<file path="config.mk">
export PLATFORM = sky130hd
export DESIGN_NAME = keypad_code_entry_unit
export DESIGN_NICKNAME = d
export VERILOG_FILES = /design/src/sv/kce_pkg.sv /design/src/sv/keypad_code_entry_unit.sv /design/src/sv/kce_ctrl.sv /design/src/sv/kce_dp.sv
export SDC_FILE = /design/constraint.sdc
export NUM_CORES = 1
export LEC_CHECK = 0
export BUFFER_PORTS_ARGS = -buffer_cell sky130_fd_sc_hd__buf_4
export CELL_PAD_IN_SITES_DETAIL_PLACEMENT = 0
export CELL_PAD_IN_SITES_GLOBAL_PLACEMENT = 1
export CORE_UTILIZATION = 29
export CTS_BUF_LIST = sky130_fd_sc_hd__clkbuf_4
export DETAILED_ROUTE_END_ITERATION = 8
export PLACE_DENSITY = 0.63
export REMOVE_ABC_BUFFERS = 1
export SLEW_MARGIN = 10
export SYNTH_ARGS = -nofsm -noshare
export SYNTH_HDL_FRONTEND = slang
export SYNTH_SLANG_ARGS = --single-unit
</file>
<file path="constraint.sdc">
create_clock -name clk -period 5.79 [get_ports clk]
set_input_delay 0.579 -clock clk [delete_from_list [all_inputs] [get_ports clk]]
set_output_delay 0.579 -clock clk [all_outputs]
set_load 0.1 [all_outputs]
</file>
<file path="src/sv/kce_pkg.sv">
`default_nettype none
// ----------------------------------------------------------------------------
// kce_pkg: shared types and constants for the keypad code entry unit
// Channel payloads, screen codes, controller states and the command and
// status groups between the controller and the datapath.
// ----------------------------------------------------------------------------
package kce_pkg;

	localparam int CODE_LENGTH_DEF = 6;
	localparam int CFG_W           = 16;

	localparam logic [15:0] TIMEOUT_RST = 16'd5000;
	localparam logic [7:0]  ERASE_RST   = 8'd35;
	localparam logic [7:0]  ENTER_RST   = 8'd42;

	typedef logic [1:0] cfg_idx_t;
	localparam cfg_idx_t CFG_TIMEOUT = 2'd0;
	localparam cfg_idx_t CFG_ERASE   = 2'd1;
	localparam cfg_idx_t CFG_ENTER   = 2'd2;

	typedef enum logic [2:0] {
		SCR_START      = 3'd0,
		SCR_ADDED      = 3'd1,
		SCR_ERASED     = 3'd2,
		SCR_SEARCH     = 3'd3,
		SCR_INCOMPLETE = 3'd4,
		SCR_IDLE       = 3'd5,
		SCR_TIMEOUT    = 3'd6
	} screen_e;

	typedef enum logic [2:0] {
		ST_FIRST,
		ST_COLLECT,
		ST_SEARCH,
		ST_CLEAR,
		ST_EMIT
	} state_e;

	typedef struct packed {
		logic [7:0]  key;
		logic [31:0] time_now;
	} kce_in_t;

	typedef struct packed {
		logic [2:0] screen;
		logic       code_valid;
		logic [7:0] code_byte;
		logic       last;
	} kce_out_t;

	typedef struct packed {
		logic    ready;
		logic    take;
		logic    out_load;
		screen_e screen;
		logic    out_code;
		logic    out_last;
		logic    add_key;
		logic    del_key;
		logic    clear_fill;
		logic    touch_time;
		logic    idx_start;
		logic    idx_step;
	} kce_cmd_t;

	typedef struct packed {
		logic poll_valid;
		logic key_none;
		logic key_erase;
		logic key_enter;
		logic expired;
		logic full;
		logic fill_one;
		logic emit_last;
		logic out_free;
	} kce_sts_t;

endpackage
`default_nettype wire

</file>
<file path="src/sv/keypad_code_entry_unit.sv">
`default_nettype none
// ----------------------------------------------------------------------------
// keypad_code_entry_unit: keypad code entry controller
// Collects a fixed-length key code with erase, enter and inactivity timeout,
// and dumps the confirmed code one byte per result.
// ----------------------------------------------------------------------------
//  channel  | handshake              | payload
//  poll     | poll_valid/poll_stall  | kce_in_t  {key, time_now}
//  res      | res_valid/res_stall    | kce_out_t {screen, code_valid, code_byte, last}
//  config   | cfg_we                 | cfg_idx, cfg_data
//
// A poll that is not a dump trigger yields one result. A dump trigger poll
// starts the dump: the store is sent one byte per cycle while the result
// register is free, CODE_LENGTH results in all; no poll is taken meanwhile.
// The single result register sets the pace: outside a dump trigger, a poll
// is taken only when it is empty or its result transfers in the same cycle.
// The dump trigger poll is taken even while the result register is full.
// Reset restores the register defaults and an empty code; no clearing pass.
// ----------------------------------------------------------------------------
module keypad_code_entry_unit import kce_pkg::*; #(
	parameter int CODE_LENGTH = CODE_LENGTH_DEF
) (
	input  wire logic       clk,
	input  wire logic       arst_n,
	input  wire logic       cfg_we,
	input  wire cfg_idx_t   cfg_idx,
	input  wire logic [CFG_W-1:0] cfg_data,
	input  wire logic       poll_valid,
	output logic            poll_stall,
	input  wire kce_in_t    poll,
	output logic            res_valid,
	input  wire logic       res_stall,
	output kce_out_t        res
);

	kce_cmd_t cmd;
	kce_sts_t sts;

	kce_ctrl u_ctrl (
		.clk    (clk),
		.arst_n (arst_n),
		.sts    (sts),
		.cmd    (cmd)
	);

	kce_dp #(
		.CODE_LENGTH (CODE_LENGTH)
	) u_dp (
		.clk        (clk),
		.arst_n     (arst_n),
		.cfg_we     (cfg_we),
		.cfg_idx    (cfg_idx),
		.cfg_data   (cfg_data),
		.poll_valid (poll_valid),
		.poll       (poll),
		.res_valid  (res_valid),
		.res_stall  (res_stall),
		.res        (res),
		.cmd        (cmd),
		.sts        (sts)
	);

	assign poll_stall = !cmd.ready;

`ifndef NO_ASSERTIONS
	a_code_screen: assert property (@(posedge clk) disable iff (!arst_n)
		res_valid && res.code_valid |-> res.screen == SCR_START)
		else $error("code byte result without start screen");

	a_no_overwrite: assert property (@(posedge clk) disable iff (!arst_n)
		cmd.out_load |-> sts.out_free)
		else $error("result register overwritten before transfer");

	a_dump_holds_poll: assert property (@(posedge clk) disable iff (!arst_n)
		res_valid && res.code_valid && !res.last |-> !cmd.take)
		else $error("poll taken in the middle of a code dump");
`endif

endmodule
`default_nettype wire

</file>
<file path="src/sv/kce_ctrl.sv">
`default_nettype none
// ----------------------------------------------------------------------------
// kce_ctrl: entry sequencer
// Walks the entry phases and drives the datapath with one command group
// per cycle from the datapath status.
// ----------------------------------------------------------------------------
module kce_ctrl import kce_pkg::*; (
	input  wire logic     clk,
	input  wire logic     arst_n,
	input  wire kce_sts_t sts,
	output kce_cmd_t      cmd
);

	state_e state_q, state_d;

	always_ff @(posedge clk or negedge arst_n) begin
		if (!arst_n) begin
			state_q <= ST_FIRST;
		end else begin
			state_q <= state_d;
		end
	end

	always_comb begin
		cmd      = '0;
		cmd.screen   = SCR_START;
		cmd.out_last = 1'b1;
		state_d  = state_q;
		unique case (state_q)
			ST_FIRST: begin
				cmd.ready = sts.out_free;
				cmd.take  = cmd.ready & sts.poll_valid;
				if (cmd.take) begin
					cmd.out_load = 1'b1;
					priority if (sts.key_none) begin
						cmd.screen = SCR_START;
					end else if (sts.key_erase || sts.key_enter) begin
						cmd.screen = SCR_IDLE;
					end else begin
						cmd.screen     = SCR_ADDED;
						cmd.add_key    = 1'b1;
						cmd.touch_time = 1'b1;
						state_d        = ST_COLLECT;
					end
				end
			end
			ST_COLLECT: begin
				cmd.ready = sts.out_free;
				cmd.take  = cmd.ready & sts.poll_valid;
				if (cmd.take) begin
					cmd.out_load = 1'b1;
					priority if (sts.expired) begin
						cmd.screen = SCR_TIMEOUT;
						state_d    = ST_CLEAR;
					end else if (sts.key_none) begin
						cmd.screen = SCR_IDLE;
					end else if (sts.key_erase) begin
						cmd.screen     = SCR_ERASED;
						cmd.del_key    = 1'b1;
						cmd.touch_time = 1'b1;
						if (sts.fill_one) begin
							state_d = ST_FIRST;
						end
					end else if (sts.key_enter) begin
						if (sts.full) begin
							cmd.screen = SCR_SEARCH;
							state_d    = ST_SEARCH;
						end else begin
							cmd.screen = SCR_INCOMPLETE;
							state_d    = ST_CLEAR;
						end
					end else if (!sts.full) begin
						cmd.screen     = SCR_ADDED;
						cmd.add_key    = 1'b1;
						cmd.touch_time = 1'b1;
					end else begin
						cmd.screen = SCR_IDLE;
					end
				end
			end
			ST_CLEAR: begin
				cmd.ready = sts.out_free;
				cmd.take  = cmd.ready & sts.poll_valid;
				if (cmd.take) begin
					cmd.out_load   = 1'b1;
					cmd.clear_fill = 1'b1;
					state_d        = ST_FIRST;
				end
			end
			ST_SEARCH: begin
				// the poll only triggers the dump; its key is dropped
				cmd.ready = 1'b1;
				cmd.take  = sts.poll_valid;
				if (cmd.take) begin
					cmd.idx_start = 1'b1;
					state_d       = ST_EMIT;
				end
			end
			ST_EMIT: begin
				if (sts.out_free) begin
					cmd.out_load = 1'b1;
					cmd.out_code = 1'b1;
					cmd.out_last = sts.emit_last;
					cmd.idx_step = 1'b1;
					if (sts.emit_last) begin
						cmd.clear_fill = 1'b1;
						state_d        = ST_FIRST;
					end
				end
			end
			default: begin
				state_d = ST_FIRST;
			end
		endcase
	end

endmodule
`default_nettype wire

</file>
<file path="src/sv/kce_dp.sv">
`default_nettype none
// ----------------------------------------------------------------------------
// kce_dp: entry datapath
// Configuration registers, key store, fill and dump counters, inactivity
// timer compare and the result register.
// ----------------------------------------------------------------------------
module kce_dp import kce_pkg::*; #(
	parameter int CODE_LENGTH = CODE_LENGTH_DEF
) (
	input  wire logic       clk,
	input  wire logic       arst_n,
	input  wire logic       cfg_we,
	input  wire cfg_idx_t   cfg_idx,
	input  wire logic [CFG_W-1:0] cfg_data,
	input  wire logic       poll_valid,
	input  wire kce_in_t    poll,
	output logic            res_valid,
	input  wire logic       res_stall,
	output kce_out_t        res,
	input  wire kce_cmd_t   cmd,
	output kce_sts_t        sts
);

	localparam int FILL_W = $clog2(CODE_LENGTH + 1);
	localparam int IDX_W  = (CODE_LENGTH > 1) ? $clog2(CODE_LENGTH) : 1;

	logic [15:0]       timeout_q;
	logic [7:0]        erase_q;
	logic [7:0]        enter_q;
	logic [31:0]       last_time_q;
	logic [FILL_W-1:0] fill_q;
	logic [IDX_W-1:0]  idx_q;
	logic [7:0]        store_q [CODE_LENGTH];
	logic              res_valid_q;
	kce_out_t          res_q;
	logic [31:0]       elapsed;

	always_ff @(posedge clk or negedge arst_n) begin
		if (!arst_n) begin
			timeout_q <= TIMEOUT_RST;
			erase_q   <= ERASE_RST;
			enter_q   <= ENTER_RST;
		end else if (cfg_we) begin
			unique case (cfg_idx)
				CFG_TIMEOUT: timeout_q <= cfg_data[15:0];
				CFG_ERASE:   erase_q   <= cfg_data[7:0];
				CFG_ENTER:   enter_q   <= cfg_data[7:0];
				default: ;
			endcase
		end
	end

	always_ff @(posedge clk or negedge arst_n) begin
		if (!arst_n) begin
			fill_q      <= '0;
			idx_q       <= '0;
			last_time_q <= '0;
			res_valid_q <= 1'b0;
		end else begin
			priority if (cmd.clear_fill) begin
				fill_q <= '0;
			end else if (cmd.add_key) begin
				fill_q <= fill_q + FILL_W'(1);
			end else if (cmd.del_key) begin
				fill_q <= fill_q - FILL_W'(1);
			end
			if (cmd.idx_start) begin
				idx_q <= '0;
			end else if (cmd.idx_step && !sts.emit_last) begin
				idx_q <= idx_q + IDX_W'(1);
			end
			if (cmd.touch_time) begin
				last_time_q <= poll.time_now;
			end
			if (cmd.out_load) begin
				res_valid_q <= 1'b1;
			end else if (!res_stall) begin
				res_valid_q <= 1'b0;
			end
		end
	end

	// store entries are always written before a dump reads them
	always_ff @(posedge clk) begin
		if (cmd.add_key) begin
			store_q[fill_q[IDX_W-1:0]] <= poll.key;
		end
		if (cmd.out_load) begin
			res_q.screen     <= cmd.screen;
			res_q.code_valid <= cmd.out_code;
			res_q.code_byte  <= cmd.out_code ? store_q[idx_q] : 8'd0;
			res_q.last       <= cmd.out_last;
		end
	end

	assign elapsed = poll.time_now - last_time_q;

	always_comb begin
		sts.poll_valid = poll_valid;
		sts.key_none   = (poll.key == 8'd0);
		sts.key_erase  = (poll.key == erase_q);
		sts.key_enter  = (poll.key == enter_q);
		sts.expired    = (elapsed >= {16'd0, timeout_q});
		sts.full       = (fill_q == FILL_W'(CODE_LENGTH));
		sts.fill_one   = (fill_q == FILL_W'(1));
		sts.emit_last  = (idx_q == IDX_W'(CODE_LENGTH - 1));
		sts.out_free   = !res_valid_q || !res_stall;
	end

	assign res_valid = res_valid_q;
	assign res       = res_q;

endmodule
`default_nettype wire
</file>
==> results.toml, run 1 <==
[timing]
clock_skew_ns = 0.02124
setup_tns_ns = 0
finalSetupViolCount = 0
finalHoldViolCount = 0
rsz0062_at_grt = "no"
layout_setup_ws_ns = 0.8211
worst_slew_pin_slew_ns = 1.084
slew_headroom_pct = 27.32
min_period_over_period_pct = 85.82
max_freq_mhz = 201.3
final_max_slew_viol_count = 0
hold_slack_ns = 0.2226
fin_crit_ns = 4.969

[yosys]
ys_warn_count = 0
synth.distinct_cells = 75
ys.flop_type = "dfrtp_1"
syn_avg_cell_area_sq_um = 10.51
yosysTopAreaCell = "edfxtp_1"
ys_top_cells_by_area = "edfxtp_1 22%, dfrtp_1 19%, ha_1 8.6%"
ys_ff_latch = 135
ys_async_sr_fraction_pct = 54.81
synth_top_area_share_pct = 22.37
netlist_area_sq_um = 8189
synth_edf_count = 61
synth_cells = 779
yosysSeqAreaShare_pct = 45.15

[setup_path]
r2r-end = "u_dp.store_q[4][4]"
cp_max_fo = 8
r2r_start = "u_dp.last_time_q[0]"
cp-start-kind = "flop"
ff2ff_setup_slack_ns = 0.82
end_kind = "flop"
worstSetupPathType = "reg2reg"
crit_start = "u_dp.last_time_q[0]"
reg2reg_depth = 19
arrival_ns = 5.25
crit_required_ns = 6.07

[placement]
globalplace.congestion = 0.8258
hpwl_um = 15170
dpl_cell_area_sq_um = 9191
post-place-ws_ns = 0.4722
portBuffers = 77
dp.cells = 1215

[cells_and_area]
final_common_cell = "buf_4"
stdcell_count = 1249
nets = 977
mostFrequentLayoutCells = "92 x buf_4, 66 x o21ai_0, 64 x inv_1, 64 x nand2_1, 63 x dfrtp_1"
final_area_sq_um = 9489
area_growth_pct = 15.87
fin_util_pct = 34.16
drive_above_1_share_pct = 24.14
nFillCells = 2896

[power_and_ir_drop]
cellLeakagePower_nw = 3.852
vdd_drop_max_v = 0.0001517
power_density_nw_per_um2 = 500.3
power.total_mw = 4.747

[floorplan]
start_util_pct = 29.48
rows = 61
die_h_um = 170.0
die_area_sq_um = 28910
die_w_um = 170.0
ioPinCount = 78
coreArea_sq_um = 27780

[clocking]
worstSkewPairLatency_ns = 0.55
clockRootBuffer = "clkbuf_4"
ctsLongestPathBuffers = 2
numClockSinks = 135
clk_pin_slew_ns = 0.15
cts_buffers = 17
cts_tree = "done"
htreeDepth = 4

[global_routing]
grt_pass1_vias = 6096
grtUsageTotal_pct = 14.74
grt_start_max_net_pins = 74
grt_pass1_wl_um = 32750
grt_antenna_before_repair = 1
overflow = 0

[detailed_routing]
vias_per_cell = 4.858
routedWlPerCell_um = 16.28
drt-total-wl_um = 20330
drc = 0
ant_nets = 0
first_iter_violations = 354
drt-pass1-iter-count = 5
via_count = 6068

[worst_hold_path]
timing.hold.worst_endpoint = "u_dp.timeout_q[10]"
holdPathStages = 3
min_from = "cfg_data[10]"
hp-class = "in2reg"

[run_status]
status = "completed"

[job]
drv_cap = 0
==> flip-flops by register name, summed over array words and instances, names as in the netlist <==
signal,flops
u_dp.idx_q,3
u_dp.last_time_q,32
u_dp.res_valid,1
u_dp.enter_q,8
u_dp.res,13
u_dp.timeout_q,16
u_ctrl.state_q,3
u_dp.fill_q,3
u_dp.store_q,48
u_dp.erase_q,8
==> cell families (layout without fill, tap and decap cells) <==
family,after synthesis,after routing,share of synthesized area [%]
muxes,40,40,6.417
and+or+nand+nor,181,181,11.18
xor gates and xnor gates,41,41,4.385
adders and majority gates,57,57,8.801
AOI/OAI and AO/OA,227,227,18.98
buffers and inverters,98,189,5.088
other,0,1,0
DFF,135,135,45.15
==> critical path: stages, from the launching register on <==
cell	delay (ns)
dfrtp_1	0.40
ha_1	0.21
fa_1	0.40
nand2b_1	0.18
a21oi_1	0.27
o21ai_2	0.17
o21ai_0	0.21
xor2_1	0.17
ha_1	0.25
nor2b_1	0.13
o21ai_0	0.16
a21oi_1	0.10
nor3_1	0.17
nand4_1	0.14
a2111oi_2	0.49
nand4_4	0.26
o31ai_4	0.40
nand2_1	0.18
nor3b_1	0.22
buf_4	0.20
==> routing by layer <==
metal	vias to the layer above	wire length [um]	global-route usage, %	share of wire, %
li1	3007	-	-	-
met1	2906	9546	19.23	47
met2	134	9683	24.75	48
met3	21	688	2.372	3.4
met4	0	414	4.896	2.0
met5	-	0	0	0
==> Yosys cell counts, drive strengths merged (16+ instances only) <==
| master | n |
|---|---|
| o21ai | 102 |
| inv | 64 |
| nand2 | 64 |
| dfrtp | 63 |
| edfxtp | 61 |
| ha | 56 |
| a21oi | 40 |
| nor2 | 40 |
| xnor2 | 26 |
| mux2 | 20 |
| clkbuf | 19 |
| nand4 | 16 |
==> worst max-delay path by stage <==
stage,to,slack [ns]
after detailed placement,u_dp.store_q[4][0],0.47
after floorplan,u_dp.last_time_q[0],0.01
after global placement,u_dp.store_q[4][0],0.58
after global routing,u_dp.store_q[4][4],0.49
final,u_dp.store_q[4][4],0.82
after CTS,u_dp.store_q[4][5],0.79
==> power breakdown <==
group          total, mW  internal [mW]  switching [mW]
combinational       2.67           1.03            1.64
clock              0.668          0.235           0.434
sequential          1.41           1.26           0.155
total               4.75           2.52            2.23
==> final cells by class <==
type                    instances  area (sq um)  share of cell area [%]
clock inverters                15         157.7                   1.661
inverters                      64         240.2                   2.532
multi-input cells             546          4090                   43.10
well taps                     378         473.0                   4.984
clock buffers                  17         127.6                   1.345
repair buffers                 93         700.7                   7.384
flip-flops and latches        135          3697                   38.96
diodes                          1         2.502                 0.02637
==> timing repair <==
| action | in CTS | in global routing |
|---|---|---|
| setup buffers | 0 | 0 |
| hold buffers | 1 | 0 |
| gates resized for setup | 0 | 0 |
| hold endpoints to repair | 1 | 0 |
Note: power is estimated with default switching activity, not from simulation.
==> run 2, diff against run 1 <==
Settings changed: ABC_AREA set to 1, PLACE_DENSITY 0.63 to 0.66, SKIP_LAST_GASP set to 1.
==> results.toml, run 2 <==
[global_routing]
grt_pass1_vias = 7171
grt_antenna_before_repair = 1
grt_start_max_net_pins = 75
grtUsageTotal_pct = 15.28
grt_pass1_wl_um = 36800
overflow = 0

[floorplan]
die_area_sq_um = 31570
die_h_um = 177.7
start_util_pct = 29.80
ioPinCount = 78
die_w_um = 177.7
rows = 63
coreArea_sq_um = 30030

[cells_and_area]
fin_util_pct = 33.90
mostFrequentLayoutCells = "378 x nand2_1, 217 x inv_1, 120 x nor2_1"
drive_above_1_share_pct = 12.96
nFillCells = 3254
area_growth_pct = 13.75
final_common_cell = "nand2_1"
nets = 1403
largest_register_ff_count = 48

[clocking]
htreeDepth = 4
cts_tree = "done"
ctsHoldBuffers = 0
numClockSinks = 135
worstSkewPairLatency_ns = 0.58
cts_resized = 0
clk_pin_slew_ns = 0.15
ctsLongestPathBuffers = 2
postCtsSetupRepairBufs = 0
clockRootBuffer = "clkbuf_4"
cts_buffers = 17

[detailed_routing]
dr_wl_met2_um = 10620
first_iter_violations = 390
drt-pass1-iter-count = 5
routedWlPerCell_um = 13.34
via_count = 7332
vias_per_cell = 4.346
drt-total-wl_um = 22510
drc = 0
route.layer.met1.wl_um = 11030
top_layer = "met4"
ant_nets = 0
wl_met3_um = 655

[run_status]
status = "completed"

[timing]
rsz0062_at_grt = "no"
slew_headroom_pct = 32.65
finalSetupViolCount = 0
setup_tns_ns = 0
fin_crit_ns = 4.204
worst_slew_pin_slew_ns = 1.008
final_max_slew_viol_count = 0
max_freq_mhz = 237.9
min_period_over_period_pct = 72.61
layout_setup_ws_ns = 1.586
clock_skew_ns = 0.03549
finalHoldViolCount = 0

[yosys]
synth_edf_count = 61
yosysTopAreaCell = "edfxtp_1"
syn_avg_cell_area_sq_um = 7.447
ys_warn_count = 0
ys_async_sr_fraction_pct = 54.81
ys.flop_type = "dfrtp_1"
ys_ff_latch = 135
synth.distinct_cells = 45
synth_most_common_cell = "nand2_1"
synth_top_area_share_pct = 20.46
yosysSeqAreaShare_pct = 41.31
synth_cells = 1202
synth.top_cells.by_count = "378 x nand2_1, 217 x inv_1, 120 x nor2_1"
netlist_area_sq_um = 8951
ys_top_cells_by_area = "edfxtp_1 20%, dfrtp_1 18%, nand2_1 16%"

[placement]
portBuffers = 77
hpwl_um = 17580
globalplace.congestion = 0.8343
post-place-ws_ns = 1.263

[setup_path]
end_kind = "flop"
cp_max_fo = 8
arrival_ns = 4.40
crit_required_ns = 5.99
worstSetupPathType = "reg2reg"
cp-start-kind = "flop"

[power_and_ir_drop]
seq_power_share_pct = 27.9
vdd_drop_max_v = 0.0001940
p_switching_mw = 2.511
cellLeakagePower_nw = 5.191
combPwrFrac_pct = 59.3
p_int_mw = 2.459
p_sw_share_pct = 50.53
power_density_nw_per_um2 = 488.1
clkPwrFrac_pct = 12.8

[worst_hold_path]
hp-class = "in2async"

[job]
drv_cap = 0
-- run 2: cell count changes after synthesis, sizes merged, moves of 9 or more --
| cell | previous run | this run |
|---|---|---|
| a211oi | 15 | 2 |
| a21o | 10 | 0 |
| clkbuf | 19 | 10 |
| inv | 64 | 220 |
| mux2 | 20 | 0 |
| mux2i | 12 | 0 |
| nand2 | 64 | 384 |
| nand3 | 9 | 40 |
| nor2 | 40 | 125 |
| o21ai | 102 | 88 |
| xnor2 | 26 | 7 |
-- run 2: area by class of cell --
class / count / area [sq um] / share of cell area (%)
Clock buffer: 19 / 142.6 / 1.401
Timing Repair Buffer: 79 / 593.1 / 5.825
Antenna cell: 1 / 2.502 / 0.02458
Clock inverter: 13 / 117.6 / 1.155
Inverter: 223 / 837.1 / 8.221
Multi-Input combinational cell: 827 / 4304 / 42.27
Tap cell: 390 / 488.0 / 4.792
Sequential cell: 135 / 3697 / 36.31
-- run 2: power by group through the flow --
stage	combinational, mW	clock, mW	sequential [mW]
4_1_cts	3.00	0.665	1.39
2_1_floorplan	2.02	0	1.64
6_report	2.95	0.637	1.39
5_1_grt	3.41	0.702	1.42
3_5_place_dp	2.98	0	1.41
3_3_place_gp	2.97	0	1.41
-- run 2: path summary, 6_finish.rpt --
| kind | to | cells past startpoint | slack, ns | start |
|---|---|---|---|---|
| max | u_dp.store_q[3][7] | 22 | 1.59 | u_dp.last_time_q[0] |
| min | u_dp.last_time_q[29] | 1 | 0.15 | arst_n |
| max reg2reg | u_dp.store_q[3][7] | 22 | 1.59 | u_dp.last_time_q[0] |
| min reg2reg | u_dp.timeout_q[12] | 2 | 0.50 | u_dp.timeout_q[12] |
| max in group asynchronous | u_dp.last_time_q[8] | 1 | 4.97 | arst_n |
| min in group clk | u_dp.last_time_q[31] | 3 | 0.20 | poll[31] |
-- run 2: kinds of logic (layout without fill, tap and decap cells) --
logic type | count (synthesis) | in the layout | synth area share [%]
flip-flops | 135 | 135 | 41.31
AND/OR/NAND/NOR | 587 | 587 | 26.94
other | 0 | 1 | 0
adder cells (fa/ha/maj) | 57 | 57 | 8.051
buffers and inverters | 240 | 334 | 10.61
XOR/XNOR | 30 | 30 | 2.935
AO/OA/AOI/OAI | 153 | 153 | 10.16
-- run 2: per-layer routing --
metal,GRT usage (%),up-vias
li1,-,3942
met1,20.25,3278
met2,25.39,98
met3,2.892,14
met4,3.882,0
met5,0,-
-- run 2: stage by stage --
stage / total power [mW] / area, sq um / hold slack [ns] / std cells
CTS: 5.052 / 10180 / 0.1318 / 1686
global route: 5.529 / 10180 / 0.1460 / 1687
finish: 4.970 / 10180 / 0.1466 / 1687
detailed placement: 4.396 / 9920 / 0.4789 / 1654
global placement: 4.376 / 9920 / 0.4706 / 1654
floorplan: 3.662 / 8838 / 0.2834 / 1185
-- run 2: worst max-delay path: stages, from the launching register on --
cell      delay, ns
dfrtp_1        0.44
ha_1           0.23
fa_1           0.40
inv_1          0.11
nand2_1        0.06
nand3_1        0.11
nand2_1        0.07
nand2_1        0.13
xor2_1         0.16
ha_1           0.24
nand2_1        0.08
nor2_1         0.05
a211oi_1       0.16
nand2_1        0.07
nor2_1         0.12
nand2_1        0.07
nor2_1         0.08
nand2_1        0.06
a21oi_2        0.15
nand3_1        0.14
nand2_1        0.17
nand2_1        0.11
nor2_1         0.60
